### src/hdl/tcps_pkg.sv
// ----------------------------------------------------------------------------
// Textured column pixel shader package
// Word types, fixed sizes and operation codes shared by the shader modules, checker and bench.
// ----------------------------------------------------------------------------
package tcps_pkg;

	// Screen and texture geometry
	localparam int SCREEN_WIDTH    = 320;
	localparam int SCREEN_HEIGHT   = 240;
	localparam int TEXTURE_COLUMNS = 64;
	localparam int TEXTURE_ROWS    = 128;

	localparam int COL_BITS   = $clog2(TEXTURE_COLUMNS);
	localparam int ROW_BITS   = $clog2(TEXTURE_ROWS);
	localparam int TEX_DEPTH  = TEXTURE_COLUMNS * TEXTURE_ROWS;
	localparam int TEX_AW     = $clog2(TEX_DEPTH);
	localparam int CMAP_DEPTH = 256;
	localparam int CMAP_AW    = $clog2(CMAP_DEPTH);

	// Field widths
	localparam int KIND_W  = 2;
	localparam int X_W     = 9;
	localparam int Y_W     = 8;
	localparam int IDX_W   = 13;
	localparam int VAL_W   = 8;
	localparam int ADDR_W  = 17;
	localparam int STEP_CFG_W  = 17;
	localparam int PHASE_CFG_W = 10;
	localparam int CFG_W   = 17;
	localparam int CFG_IDX_W = 1;

	// 7.16 texture arithmetic
	localparam int FRAC_BITS   = 16;
	localparam int SLOPE_BITS  = 4;
	localparam int SLOPE_SHIFT = FRAC_BITS - 6;
	localparam int START_W     = X_W + PHASE_CFG_W;
	localparam int STEP_W      = STEP_CFG_W + 1;
	localparam int PROD_W      = Y_W + STEP_W;
	localparam int SUM_W       = FRAC_BITS + ROW_BITS;

	// Register reset values
	localparam logic [STEP_CFG_W-1:0]  BASE_STEP_RESET  = 17'd34952;
	localparam logic [PHASE_CFG_W-1:0] PHASE_MULT_RESET = 10'd131;

	// Register indexes
	localparam logic [CFG_IDX_W-1:0] REG_BASE_STEP  = 1'b0;
	localparam logic [CFG_IDX_W-1:0] REG_PHASE_MULT = 1'b1;

	// Item kinds, also used as queue operation codes
	localparam logic [KIND_W-1:0] KIND_TEX_WR  = 2'd0;
	localparam logic [KIND_W-1:0] KIND_CMAP_WR = 2'd1;
	localparam logic [KIND_W-1:0] KIND_DRAW    = 2'd2;

	localparam int QUEUE_DEPTH = 4;

	typedef struct packed {
		logic [KIND_W-1:0] kind;
		logic [X_W-1:0]    pos_x;
		logic [Y_W-1:0]    pos_y;
		logic [IDX_W-1:0]  table_index;
		logic [VAL_W-1:0]  table_value;
	} item_t;

	typedef struct packed {
		logic [VAL_W-1:0]  pixel_value;
		logic [ADDR_W-1:0] frame_address;
		logic              column_end;
	} result_t;

	// Classified operation handed from front to back
	typedef struct packed {
		logic [KIND_W-1:0]  op;
		logic [X_W-1:0]     pos_x;
		logic [Y_W-1:0]     pos_y;
		logic [START_W-1:0] start;
		logic [STEP_W-1:0]  step;
		logic [ADDR_W-1:0]  frame_address;
		logic               column_end;
		logic [IDX_W-1:0]   table_index;
		logic [VAL_W-1:0]   table_value;
	} entry_t;

endpackage

### src/hdl/tcps_front.sv
// ----------------------------------------------------------------------------
// Pixel shader front end
// Accepts items, drops ignored ones and forms column start, step and address.
// ----------------------------------------------------------------------------
module tcps_front (
	input  logic                                clk,
	input  logic                                arst_n,
	input  logic                                item_valid,
	output logic                                item_stall,
	input  tcps_pkg::item_t                     item,
	input  logic [tcps_pkg::STEP_CFG_W-1:0]     base_step,
	input  logic [tcps_pkg::PHASE_CFG_W-1:0]    phase_mult,
	input  logic                                q_full,
	output logic                                q_push,
	output tcps_pkg::entry_t                    q_entry
);
	import tcps_pkg::*;

	logic  valid_s1;
	item_t item_s1;
	logic  keep;
	logic  free;

	// Keep draws and in-range writes, drop everything else
	always_comb begin
		case (item_s1.kind)
			KIND_TEX_WR:  keep = ({1'b0, item_s1.table_index} < (IDX_W+1)'(TEX_DEPTH));
			KIND_CMAP_WR: keep = ({1'b0, item_s1.table_index} < (IDX_W+1)'(CMAP_DEPTH));
			KIND_DRAW:    keep = 1'b1;
			default:      keep = 1'b0;
		endcase
	end

	assign q_push     = valid_s1 && keep && !q_full;
	assign free       = !valid_s1 || !keep || !q_full;
	assign item_stall = !free;

	// Capture an item whenever the stage empties
	always_ff @(posedge clk or negedge arst_n) begin
		if (!arst_n) begin
			valid_s1 <= 1'b0;
		end else if (free) begin
			valid_s1 <= item_valid;
		end
	end

	always_ff @(posedge clk) begin
		if (free && item_valid) begin
			item_s1 <= item;
		end
	end

	// Column start fraction; the product already lies inside the texture span
	always_comb begin
		q_entry.op    = item_s1.kind;
		q_entry.pos_x = item_s1.pos_x;
		q_entry.pos_y = item_s1.pos_y;
		q_entry.start = START_W'(item_s1.pos_x) * START_W'(phase_mult);
		q_entry.step  = STEP_W'(base_step)
			+ (STEP_W'(item_s1.pos_x[SLOPE_BITS-1:0]) << SLOPE_SHIFT);
		q_entry.frame_address = ADDR_W'(item_s1.pos_y) * ADDR_W'(SCREEN_WIDTH)
			+ ADDR_W'(item_s1.pos_x);
		q_entry.column_end  = (item_s1.pos_y == Y_W'(SCREEN_HEIGHT - 1));
		q_entry.table_index = item_s1.table_index;
		q_entry.table_value = item_s1.table_value;
	end

endmodule

### config.mk
export PLATFORM = sky130hd
export DESIGN_NAME = tcps_front
export DESIGN_NICKNAME = d
export VERILOG_FILES = /design/src/hdl/tcps_pkg.sv /design/src/hdl/tcps_front.sv
export SDC_FILE = /design/constraint.sdc
export NUM_CORES = 1
export LEC_CHECK = 0
export ABC_AREA = 1
export BUFFER_PORTS_ARGS = -buffer_cell sky130_fd_sc_hd__buf_4
export CAP_MARGIN = 20
export CORE_ASPECT_RATIO = 1.2
export CORE_MARGIN = 2
export CORE_UTILIZATION = 42
export DETAILED_ROUTE_END_ITERATION = 8
export MAX_ROUTING_LAYER = met4
export PLACE_DENSITY = 0.67
export SLEW_MARGIN = 20
export SYNTH_ARGS = -nofsm -noshare
export SYNTH_HDL_FRONTEND = slang
export SYNTH_SLANG_ARGS = --single-unit
### constraint.sdc
create_clock -name clk -period 8.12 [get_ports clk]
set_clock_uncertainty 0.15 [all_clocks]
set_input_delay 0.406 -clock clk [delete_from_list [all_inputs] [get_ports clk]]
set_output_delay 0.406 -clock clk [all_outputs]
set_load 0.01 [all_outputs]
==> impl_metrics.env <==
export IMPL_grt_max_degree=30
export IMPL_clk_pin_slew_ns=0.06
export IMPL_intPower_uw=857.8
export IMPL_cts_buffer_depth=2
export IMPL_routed_wirelength_um=12740
export IMPL_status="finished, final reports clean"
export IMPL_synth_area_leader_cell="edfxtp_1"
export IMPL_placement_io_buffers=147
export IMPL_syn_to_final_growth_pct=23.90
export IMPL_grtUsageTotal=0.1987
export IMPL_core_rowCount=45
export IMPL_clk_latency_ns=0.27
export IMPL_synth_top_area_frac=0.2254
export IMPL_initial_core_util=0.4264
export IMPL_numClockSinks=41
export IMPL_drtIter0Drc=174
export IMPL_power_frac_seq=0.169
export IMPL_gp_congestion=0.9133
export IMPL_p_clk_frac=0.117
export IMPL_hold_violations=0
export IMPL_coreArea_um2=12500
export IMPL_crit_required_ns=7.56
export IMPL_critical_path_reg2reg_startpoint="q_entry[19]"
export IMPL_vias_per_cell=4.702
export IMPL_postSynthCellCount=654
export IMPL_max_freq_ghz=0.1903
export IMPL_htreeDepth=2
export IMPL_wl_per_cell_um=13.55
export IMPL_dp_hpwl_um=11070
export IMPL_rsz0062_at_grt="false"
export IMPL_netlist_area_um2=5330
export IMPL_worstMarginPinSlew_ns=0.6229
export IMPL_synthTopCellsByArea="edfxtp_1 23%, fa_1 23%, ha_1 14%"
export IMPL_final_antenna_net_count=0
export IMPL_period_share=0.6471
export IMPL_syn_num_nets=843
export IMPL_yosysSeqAreaShare=0.2300
export IMPL_num_io_pins=168
export IMPL_design_area_um2=6604
export IMPL_drc=0
export IMPL_critPathMaxFanout=13
export IMPL_place_area_um2=6455
export IMPL_synth_cell_types=32
export IMPL_startpoint="q_entry[86]"
export IMPL_cts_tree="built"
export IMPL_tns_ns=0
export IMPL_die_h_um=127.4
export IMPL_die_area_um2=13610
export IMPL_vdd_drop_max_mv=0.2492
export IMPL_syn_avg_cell_area_um2=8.150
export IMPL_arrival_ns=4.70
export IMPL_hold_class="in -> reg"
export IMPL_crit_path_end_kind="output port"
export IMPL_post_cts_resized=0
export IMPL_via_count=4420
export IMPL_drive_gt1_frac=0.2191
export IMPL_power_leakage_nw=3.881
export IMPL_p_switching_uw=723.0
export IMPL_slew_headroom=0.5847
export IMPL_antenna_found_initial=0
export IMPL_slew_viol_final=0
export IMPL_first_pass_iters=5
export IMPL_setup_viol=0
export IMPL_fillers=1153
export IMPL_antenna_cells=0
export IMPL_final_nets=964
export IMPL_globalRouteOverflowTotal=0
export IMPL_finalCriticalPeriod_ns=5.255
export IMPL_pwr_share_comb=0.714
export IMPL_grt_pass1_wl_um=21000
export IMPL_grt_pass1_vias=4644
export IMPL_cts_root_buf="clkbuf_16"
export IMPL_die_x_um=106.8
export IMPL_synth_warnings=0
export IMPL_path_class="reg -> out"
export IMPL_swShare=0.4574
export IMPL_hp_start="item[14]"
export IMPL_numCtsBuffers=5
export IMPL_p_per_area_nw_per_um2=239.4
export IMPL_cp_start_kind="flip-flop"
export IMPL_cap_violations=0
export IMPL_ys_seq_elements=41
area by class of cell:
cell class	instances	area (um2)	share of cell area
multi-input combinational	403	3256	0.4930
sequential	41	1226	0.1857
tap	164	205.2	0.03107
timing repair buffer	149	1121	0.1698
inverter	175	656.9	0.09947
clock inverter	2	10.01	0.001516
clock buffer	6	128.9	0.01952
logic make-up (layout without fill, tap and decap cells):
group / Yosys count / after routing / synth area share
AO/OA/AOI/OAI: 29 / 29 / 0.03052
flip-flops: 41 / 41 / 0.2300
AND/OR/NAND/NOR: 237 / 237 / 0.1876
adder cells (fa/ha/maj): 118 / 118 / 0.3615
XOR/XNOR: 19 / 19 / 0.03122
buffers and inverters: 210 / 332 / 0.1592
final timing paths:
path | cells after the start | to | slack, ns
setup / recovery | 17 | q_entry[69] | 2.87
hold reg to reg | 2 | valid_s1 | 0.44
hold / removal | 1 | q_entry[14] | 0.15
max in group asynchronous | 2 | valid_s1 | 7.44
setup reg to reg | 7 | q_entry[0] | 6.01
min in group asynchronous | 2 | valid_s1 | 0.29
metrics by stage:
stage                     hold slack (ns)  power [mW]  setup WS, ns  cells    util
after floorplan                  -0.03959      0.9992         3.532    654       -
after global placement            0.03442       1.406         3.225    931  0.5164
after detailed placement          0.03569       1.412         3.166    931  0.5164
after CTS                          0.1385       1.606         2.855    940  0.5283
after global routing               0.1370       1.758         2.551    940  0.5283
final                              0.1470       1.581         2.865    940  0.5283
layer usage:
layer | vias up | GRT usage | share of wire
met1 | 2058 | 0.2138 | 0.40
met4 | 0 | 0.06646 | 0.025
met5 | - | - | 0
met2 | 170 | 0.3649 | 0.52
met3 | 21 | 0.03724 | 0.060
li1 | 2171 | - | -
critical path: stages (launching register included):
cell	delay, ns
edfxtp_1	0.71
nand2_1	0.17
fa_1	0.55
inv_1	0.05
fa_1	0.50
inv_1	0.05
fa_1	0.47
fa_1	0.55
inv_1	0.04
ha_1	0.35
a21oi_1	0.20
nand2_1	0.13
nand2_1	0.08
nand2_1	0.10
nand2_1	0.09
nand2_1	0.06
xor2_1	0.16
buf_4	0.15
cell usage in the layout (no fill, tap or decap), types with 2 or more instances in the layout:
| cell | instances |
|---|---|
| a21o_1 | 3 |
| nor2_2 | 4 |
| nand2_1 | 164 |
| nand3b_1 | 2 |
| buf_4 | 148 |
| inv_2 | 3 |
| nand3_1 | 20 |
| a21oi_1 | 17 |
| nor3_1 | 2 |
| a21boi_1 | 2 |
| fa_1 | 60 |
| inv_1 | 171 |
| nor2_1 | 29 |
| xnor2_1 | 7 |
| nand2_2 | 3 |
| nand4_1 | 7 |
| ha_1 | 58 |
| xor2_1 | 12 |
| clkbuf_16 | 5 |
| o21ai_0 | 4 |
| nand3_2 | 2 |
| edfxtp_1 | 40 |
| clkinv_2 | 2 |
synthesized netlist by cell type:
master	count
inv_1	171
nand2_1	164
fa_1	60
ha_1	58
edfxtp_1	40
nor2_1	29
nand3_1	20
clkbuf_1	18
a21oi_1	17
buf_4	16
xor2_1	12
nand4_1	7
xnor2_1	7
nor2_2	4
o21ai_0	4
a21o_1	3
inv_2	3
nand2_2	3
a21boi_1	2
nand3_2	2
nand3b_1	2
nor3_1	2
buf_1	1
clkinv_1	1
dfrtp_1	1
nand2_4	1
nand3b_2	1
nor2_4	1
nor4b_1	1
o21ai_1	1
o21bai_1	1
o31ai_1	1
registers in the layout, indices dropped and copies added, names as in the netlist:
signal and flops:
valid_s1 1, q_entry 40
power by group through the flow:
stage	Sequential, mW	Clock (mW)	Combinational, mW
after floorplan	0.266	0	0.733
after global routing	0.269	0.197	1.29
after detailed placement	0.270	0	1.14
after CTS	0.267	0.191	1.15
final	0.267	0.185	1.13
after global placement	0.270	0	1.14
what timing repair did:
| item | 4_1_cts | 5_1_grt |
|---|---|---|
| endpoints found under the setup margin | 0 | 0 |
| endpoints found under the hold margin | 1 | 0 |
| hold buffers | 1 | 0 |
| setup buffers | 0 | 0 |
(Power assumes the default switching activity.)
