## src/hdl/tcps_pkg.sv

```systemverilog
// ----------------------------------------------------------------------------
// Textured column pixel shader package
// Word types, fixed sizes and operation codes shared by the shader modules, checker and bench.
// ----------------------------------------------------------------------------
package tcps_pkg;

	// Screen and texture geometry
	localparam int SCREEN_WIDTH    = 320;
	localparam int SCREEN_HEIGHT   = 240;
	localparam int TEXTURE_COLUMNS = 64;
	localparam int TEXTURE_ROWS    = 128;

	localparam int COL_BITS   = $clog2(TEXTURE_COLUMNS);
	localparam int ROW_BITS   = $clog2(TEXTURE_ROWS);
	localparam int TEX_DEPTH  = TEXTURE_COLUMNS * TEXTURE_ROWS;
	localparam int TEX_AW     = $clog2(TEX_DEPTH);
	localparam int CMAP_DEPTH = 256;
	localparam int CMAP_AW    = $clog2(CMAP_DEPTH);

	// Field widths
	localparam int KIND_W  = 2;
	localparam int X_W     = 9;
	localparam int Y_W     = 8;
	localparam int IDX_W   = 13;
	localparam int VAL_W   = 8;
	localparam int ADDR_W  = 17;
	localparam int STEP_CFG_W  = 17;
	localparam int PHASE_CFG_W = 10;
	localparam int CFG_W   = 17;
	localparam int CFG_IDX_W = 1;

	// 7.16 texture arithmetic
	localparam int FRAC_BITS   = 16;
	localparam int SLOPE_BITS  = 4;
	localparam int SLOPE_SHIFT = FRAC_BITS - 6;
	localparam int START_W     = X_W + PHASE_CFG_W;
	localparam int STEP_W      = STEP_CFG_W + 1;
	localparam int PROD_W      = Y_W + STEP_W;
	localparam int SUM_W       = FRAC_BITS + ROW_BITS;

	// Register reset values
	localparam logic [STEP_CFG_W-1:0]  BASE_STEP_RESET  = 17'd34952;
	localparam logic [PHASE_CFG_W-1:0] PHASE_MULT_RESET = 10'd131;

	// Register indexes
	localparam logic [CFG_IDX_W-1:0] REG_BASE_STEP  = 1'b0;
	localparam logic [CFG_IDX_W-1:0] REG_PHASE_MULT = 1'b1;

	// Item kinds, also used as queue operation codes
	localparam logic [KIND_W-1:0] KIND_TEX_WR  = 2'd0;
	localparam logic [KIND_W-1:0] KIND_CMAP_WR = 2'd1;
	localparam logic [KIND_W-1:0] KIND_DRAW    = 2'd2;

	localparam int QUEUE_DEPTH = 4;

	typedef struct packed {
		logic [KIND_W-1:0] kind;
		logic [X_W-1:0]    pos_x;
		logic [Y_W-1:0]    pos_y;
		logic [IDX_W-1:0]  table_index;
		logic [VAL_W-1:0]  table_value;
	} item_t;

	typedef struct packed {
		logic [VAL_W-1:0]  pixel_value;
		logic [ADDR_W-1:0] frame_address;
		logic              column_end;
	} result_t;

	// Classified operation handed from front to back
	typedef struct packed {
		logic [KIND_W-1:0]  op;
		logic [X_W-1:0]     pos_x;
		logic [Y_W-1:0]     pos_y;
		logic [START_W-1:0] start;
		logic [STEP_W-1:0]  step;
		logic [ADDR_W-1:0]  frame_address;
		logic               column_end;
		logic [IDX_W-1:0]   table_index;
		logic [VAL_W-1:0]   table_value;
	} entry_t;

endpackage

```

## src/hdl/tcps_queue.sv

```systemverilog
// ----------------------------------------------------------------------------
// Pixel shader operation queue
// Short register FIFO that decouples the front end from the back end.
// ----------------------------------------------------------------------------
module tcps_queue #(
	parameter int DEPTH = 4
) (
	input  logic             clk,
	input  logic             arst_n,
	input  logic             push,
	input  tcps_pkg::entry_t wentry,
	output logic             full,
	input  logic             pop,
	output tcps_pkg::entry_t rentry,
	output logic             empty
);
	import tcps_pkg::*;

	localparam int PW = (DEPTH > 1) ? $clog2(DEPTH) : 1;
	localparam int CW = $clog2(DEPTH + 1);

	entry_t          slot_q [DEPTH];
	logic [PW-1:0]   wr_ptr_q;
	logic [PW-1:0]   rd_ptr_q;
	logic [CW-1:0]   count_q;

	assign full   = (count_q == CW'(DEPTH));
	assign empty  = (count_q == '0);
	assign rentry = slot_q[rd_ptr_q];

	// Advance pointers and count
	always_ff @(posedge clk or negedge arst_n) begin
		if (!arst_n) begin
			wr_ptr_q <= '0;
			rd_ptr_q <= '0;
			count_q  <= '0;
		end else begin
			if (push) begin
				wr_ptr_q <= (wr_ptr_q == PW'(DEPTH - 1)) ? '0 : wr_ptr_q + 1'b1;
			end
			if (pop) begin
				rd_ptr_q <= (rd_ptr_q == PW'(DEPTH - 1)) ? '0 : rd_ptr_q + 1'b1;
			end
			if (push && !pop) begin
				count_q <= count_q + 1'b1;
			end else if (pop && !push) begin
				count_q <= count_q - 1'b1;
			end
		end
	end

	always_ff @(posedge clk) begin
		if (push) begin
			slot_q[wr_ptr_q] <= wentry;
		end
	end

endmodule

```

## config.mk

```make
export PLATFORM = sky130hd
export DESIGN_NAME = tcps_queue
export DESIGN_NICKNAME = d
export VERILOG_FILES = /design/src/hdl/tcps_pkg.sv /design/src/hdl/tcps_queue.sv
export SDC_FILE = /design/constraint.sdc
export NUM_CORES = 1
export LEC_CHECK = 0
export BUFFER_PORTS_ARGS = -buffer_cell sky130_fd_sc_hd__buf_4
export CORE_UTILIZATION = 45
export CTS_BUF_LIST = sky130_fd_sc_hd__clkbuf_16
export DETAILED_ROUTE_END_ITERATION = 8
export HOLD_SLACK_MARGIN = 0.08
export PLACE_DENSITY = 0.7
export SETUP_SLACK_MARGIN = 0.2
export SLEW_MARGIN = 20
export SYNTH_ARGS = -nofsm -noshare
export SYNTH_HDL_FRONTEND = slang
export SYNTH_SLANG_ARGS = --single-unit
```

## constraint.sdc

```tcl
create_clock -name clk -period 4.7 [get_ports clk]
set_clock_uncertainty 0.15 [all_clocks]
set_input_delay 0.47 -clock clk [delete_from_list [all_inputs] [get_ports clk]]
set_output_delay 0.47 -clock clk [all_outputs]
set_load 0.02 [all_outputs]
```

==> impl_metrics.ini, run 1 <==
[logic_synthesis]
synthArstFlopShare_pct = 1.81
ys.flop_type = edfxtp_1
syn_area_sq_um = 14100
synth-edff-count = 380
yosys.cell_types.count = 21
syn_nets = 640
syn_inst = 534
synth-seq-cells = 387
yosysSeqAreaShare_pct = 82.0
syn_area_per_cell_sq_um = 26.5
yosysWarnings = 0

[clock_network]
cts-hold-fix-buffers = 98
postCtsSetupBuffers = 0
cts_made_buffers = 39
cts.sinks = 387
clk_pin_slew_ns = 0.06
cts_root_buffer = clkbuf_16
clock_latency_ns = 0.50
cts-resized-gates = 0
cts_tree = yes
ctsLongestPathBuffers = 3
cts_max_level = 2

[detailed_routing]
num_vias = 6680
vias_per_cell = 5.21
routed_wl_um = 27200
drtIter0Drc = 420
firstDrtPassIters = 6
drc = 20
wl_per_cell_um = 21.2
ant_nets = 0

[sta]
drv_slew = 0
timing.fmax_ghz = 0.310
worstMarginPinSlew_ns = 0.855
relSlewSlack_pct = 43.0
fin_crit_ns = 3.23
tns_ns = 0
period_share_pct = 68.7
setup_slack_ns = 1.47
rsz0062_at_grt = no
hold_viol_final = 0
setup_violations = 0

[setup_path]
worst_ep_arrival_time_ns = 2.61
cp_max_fo = 34
crit_type = flop to primary output
startpoint_type = flop
cp_data_required_time_ns = 4.08
end_kind = primary output

[die]
dieArea_sq_um = 32100
fp.dieH_um = 179
ioPinCount = 196
start_util_pct = 45.9
fp-row-count = 64
dieWidth_um = 179
core_sq_um = 30700

[run_status]
violations = DRC
status = finished with violations

[placement]
numPortBuffers = 195
gp_congestion = 0.705
place_hpwl_um = 15700
place_ws_ns = 1.92

[cells_and_area]
seq_area_sq_um = 11600
multi_input_area_sq_um = 2370
nets = 964
drive_above_1_share_pct = 41.0
nFillCells = 2188
areaGrowthSynthToFinish_pct = 28.7

[flow_run]
drv_cap = 0

[pwr]
power_density_nw_per_um2 = 605
p_leak_uw = 0.00629
vdd_drop_max_mv = 0.583

[global_routing]
antenna_found_initial = 1
gr-usage-met2_pct = 30.1
met3_usage_pct = 4.45
grt_usage_pct = 17.2
grt_pass1_vias = 7330
top_usage_layer = met2
grt_pass1_wl_um = 40700
grt_max_degree = 56
grt_overflow = 0
grt_util_met1_pct = 20.9

[hold_path]
min_path_type = input pin to async pin
through the flow:
stage / utilization (%) / total power, uW / instances / area (sq um) / hold WS [ns]
floorplan: - / 6990 / 534 / 14100 / 0.0244
global placement: 52.2 / 8210 / 1115 / 16000 / 0.138
detailed placement: 52.2 / 8290 / 1115 / 16000 / 0.141
CTS: 59.1 / 11100 / 1281 / 18200 / 0.135
global route: 59.1 / 11500 / 1282 / 18200 / 0.146
finish: 59.1 / 11000 / 1282 / 18200 / 0.158
final timing paths:
check,start,end,slack (ns),depth (start not counted)
worst min register to register,count_q[2],count_q[2],0.36,1
max in group asynchronous,arst_n,rd_ptr_q[0],4.10,2
worst max register to register,wr_ptr_q[0],slot_q[2][29],2.54,4
worst min-delay path,arst_n,count_q[1],0.16,2
worst max-delay path,rd_ptr_q[0],rentry[93],1.47,3
min in group clk,count_q[2],count_q[2],0.36,1
worst max-delay path, stage by stage (launching register included):
cell     delay (ns)
dfrtp_4        0.86
buf_4          0.48
mux4_2         0.57
buf_4          0.17
kinds of logic (layout without fill, tap and decap cells):
logic type	count (synthesis)	after routing	synth area share, %
flops	387	387	82.0
mux	98	98	15.4
buf+inv	26	377	1.28
simple gates	11	11	0.399
fa+ha+maj	7	7	0.673
xor+xnor	3	3	0.186
compound gates	2	2	0.0709
other cells	0	1	0
flip-flops by register name, summed over array words and instances (netlist names):
signal    count
slot_q      380
count_q       3
rd_ptr_q      2
wr_ptr_q      2
cells in the final DEF, fill, tap and decap left out, types with 2 or more instances in the layout:
cell type      Yosys  final
dfrtp_4            0      2
edfxtp_1         380    380
and2_4             0      4
clkinvlp_4         0      4
clkinv_2           0      6
dlygate4sd3_1      0     98
nor2_1             3      3
clkbuf_16          0     41
buf_4              5    206
mux2_2             3      3
nand2_1            2      2
dfrtp_1            7      5
clkinv_1           0     10
xor2_1             2      2
o21ai_0            2      2
inv_1              4     10
mux4_2            95     95
ha_1               6      6
area by class of cell:
| type | count | area share (%) |
|---|---|---|
| multi-input cells | 121 | 13.0 |
| repair buffers | 305 | 14.0 |
| clock inverters | 27 | 0.709 |
| flip-flops and latches | 387 | 63.8 |
| diodes | 1 | 0.0138 |
| clock buffers | 41 | 5.64 |
| well taps | 396 | 2.73 |
| inverters | 4 | 0.0826 |
power breakdown:
part | leakage [uW] | total (uW) | switching (uW) | internal, uW
sequential | 0.00357 | 4750 | 321 | 4430
combinational | 0.00214 | 3480 | 1820 | 1660
clock | 0.000581 | 2780 | 1200 | 1570
cells in the mapped netlist, types with 2 or more instances:
cell        n  share of area [%]
ha_1        6               0.53
edfxtp_1  380                 81
and2_1      4               0.18
buf_4       5               0.27
dfrtp_1     7                1.2
inv_1       4               0.11
clkbuf_1    4               0.11
nor2_1      3              0.080
o21ai_0     2              0.071
xor2_1      2               0.12
nand2_1     2              0.053
mux4_2     95                 15
mux2_2      3               0.24
buf_2       8               0.28
buf_8       2               0.21
buf_6       2               0.16
routing by layer:
layer,routed length (um),share of wire [%]
met1,10600,39
met2,14300,52
met3,1810,6.6
met4,495,1.8
met5,0,0
No activity file was read; power rests on OpenSTA's default activity.
==> run 2: changes to the inputs <==
==> constraint.sdc (replaced) <==
create_clock -name clk -period 3.1 [get_ports clk]
set_clock_uncertainty 0.15 [all_clocks]
set_input_delay 0.31 -clock clk [delete_from_list [all_inputs] [get_ports clk]]
set_output_delay 0.31 -clock clk [all_outputs]
set_load 0.02 [all_outputs]
==> run 2 against run 1 <==
Compared with the run above: the run still ends with DRC left; total power is 58% higher; sequential power is 49% higher; clock power is 72% higher; critical endpoint is now rentry[67]; setup slack worse by 1.1 ns; worst hold slack better by 0.19 ns.
==> impl_metrics.ini, run 2 (synthesis results as in run 1) <==
[sta]
period_share_pct = 88.7
drv_slew = 0
hold_viol_final = 0
tns_ns = 0
fin_crit_ns = 2.75
timing.fmax_ghz = 0.364
worstMarginPinSlew_ns = 0.656
rsz0062_at_grt = no
relSlewSlack_pct = 56.3
setup_violations = 0

[detailed_routing]
ant_nets = 0
wl_per_cell_um = 21.2
vias_per_cell = 5.21
num_vias = 6715
drc = 24
routed_wl_um = 27300
firstDrtPassIters = 7
drtIter0Drc = 415

[die]
ioPinCount = 196
dieArea_sq_um = 32100
fp-row-count = 64
core_sq_um = 30700
dieWidth_um = 179
fp.dieH_um = 179
start_util_pct = 45.9

[clock_network]
cts_made_buffers = 40
clk_pin_slew_ns = 0.06
cts_max_level = 2
cts_root_buffer = clkbuf_16
clock_latency_ns = 0.50
cts-resized-gates = 0
cts.sinks = 387
cts_tree = yes
ctsLongestPathBuffers = 3

[setup_path]
slowest_delay_ns = 0.81
regToRegEndpoint = slot_q[3][89]
worst_ep_arrival_time_ns = 2.29
crit_type = flop to primary output
cp_max_fo = 44
r2r_slack_ns = 0.96
cp_cell_sequence = buf_12 -> mux4_2 -> buf_4
reg2reg_from = wr_ptr_q[0]
reg2reg_depth = 3
startpoint_type = flop
end_kind = primary output
critical_path.startpoint = rd_ptr_q[1]
cp_slowest_cell = dfrtp_4
cp_data_required_time_ns = 2.64

[hold_path]
min_to = count_q[2]
min-delay-start = count_q[2]
min_path_type = flop to flop
worstHoldPathCells = 1

[run_status]
violations = DRC
status = finished with violations

[cells_and_area]
num_antenna_cells = 0
reg_top3 = slot_q (380), count_q (3)
largest-register = slot_q
final_cell_mix = edfxtp_1 (380), buf_4 (202), dlygate4sd3_1 (99), mux4_2 (95), clkbuf_16 (41)
areaGrowthSynthToFinish_pct = 30.9
nets = 970
layout_commonest_cell = edfxtp_1
final_core_util_pct = 60.1
largest_reg_flops = 380
nFillCells = 2125
drive_above_1_share_pct = 41.8

[pwr]
power_density_nw_per_um2 = 943
p_leak_uw = 0.00644
vdd_drop_max_mv = 0.969

[global_routing]
grt_max_degree = 96
antenna_found_initial = 0
grt_pass1_vias = 7407
grt_usage_pct = 17.0
grt_overflow = 0
grt_pass1_wl_um = 40600

[placement]
numPortBuffers = 195
gp_congestion = 0.717
place_hpwl_um = 15300

[flow_run]
drv_cap = 0
-- run 2: cell count changes in the layout (fill, tap and decap cells not counted) --
cell           previous run  this run
buf_16                    0         1
buf_4                   206       202
bufinv_16                 0         6
inv_6                     1         0
clkinv_2                  6         8
clkinvlp_4                4         1
buf_12                    1         8
clkinv_1                 10         6
dlygate4sd3_1            98        99
diode_2                   1         0
clkinv_4                  0         1
inv_8                     0         1
-- run 2: how the worst max path moves through the flow --
stage,to,slack [ns],cells after the start
floorplan,slot_q[2][0],0.71,3
global placement,rentry[53],0.81,3
detailed placement,rentry[94],0.78,3
CTS,rentry[94],0.25,3
global route,rentry[81],0.28,3
finish,rentry[67],0.35,3
-- run 2: final cells by class --
type	count	area [sq um]	area share [%]
clock buffer	41	1030	5.55
sequential	387	11600	62.7
clock inverter	29	293	1.58
timing repair buffer	310	2700	14.6
tap	396	495	2.68
inverter	4	15.0	0.0812
multi-input combinational	121	2370	12.8
-- run 2: repair_timing --
item	in CTS	in global routing
endpoints found under the hold margin	391	0
endpoints found under the setup margin	0	23
hold buffers	99	0
buffers inserted	0	1
-- run 2: worst max-delay path, delay by kind of cell (launching register included) --
family	cells	cell delay, ns
DFF	1	0.81
buffers and inverters	2	0.51
muxes	1	0.37
-- run 2: power by group --
part / internal [uW] / switching, uW / total, uW
combinational: 2670 / 2880 / 5560
sequential: 6710 / 390 / 7100
clock: 2900 / 1870 / 4770
total: 12300 / 5150 / 17400
-- run 2: routing by layer --
| metal | part of all wire, % | track usage, % | vias to the layer above |
|---|---|---|---|
| li1 | - | - | 2962 |
| met1 | 41 | 21.4 | 3472 |
| met2 | 51 | 29.3 | 236 |
| met3 | 6.2 | 4.13 | 45 |
| met4 | 1.7 | 4.34 | 0 |
| met5 | 0 | 0 | - |
-- run 2: through the flow --
stage	cell area, sq um	hold slack (ns)	cells	total power [uW]	setup WS [ns]
2_1_floorplan	14100	-0.136	534	10600	0.712
4_1_cts	18500	0.353	1287	17600	0.246
3_3_place_gp	16200	-0.0245	1118	12600	0.805
5_1_grt	18500	0.366	1288	18200	0.280
6_report	18500	0.353	1288	17400	0.352
3_5_place_dp	16200	-0.0184	1118	12700	0.784
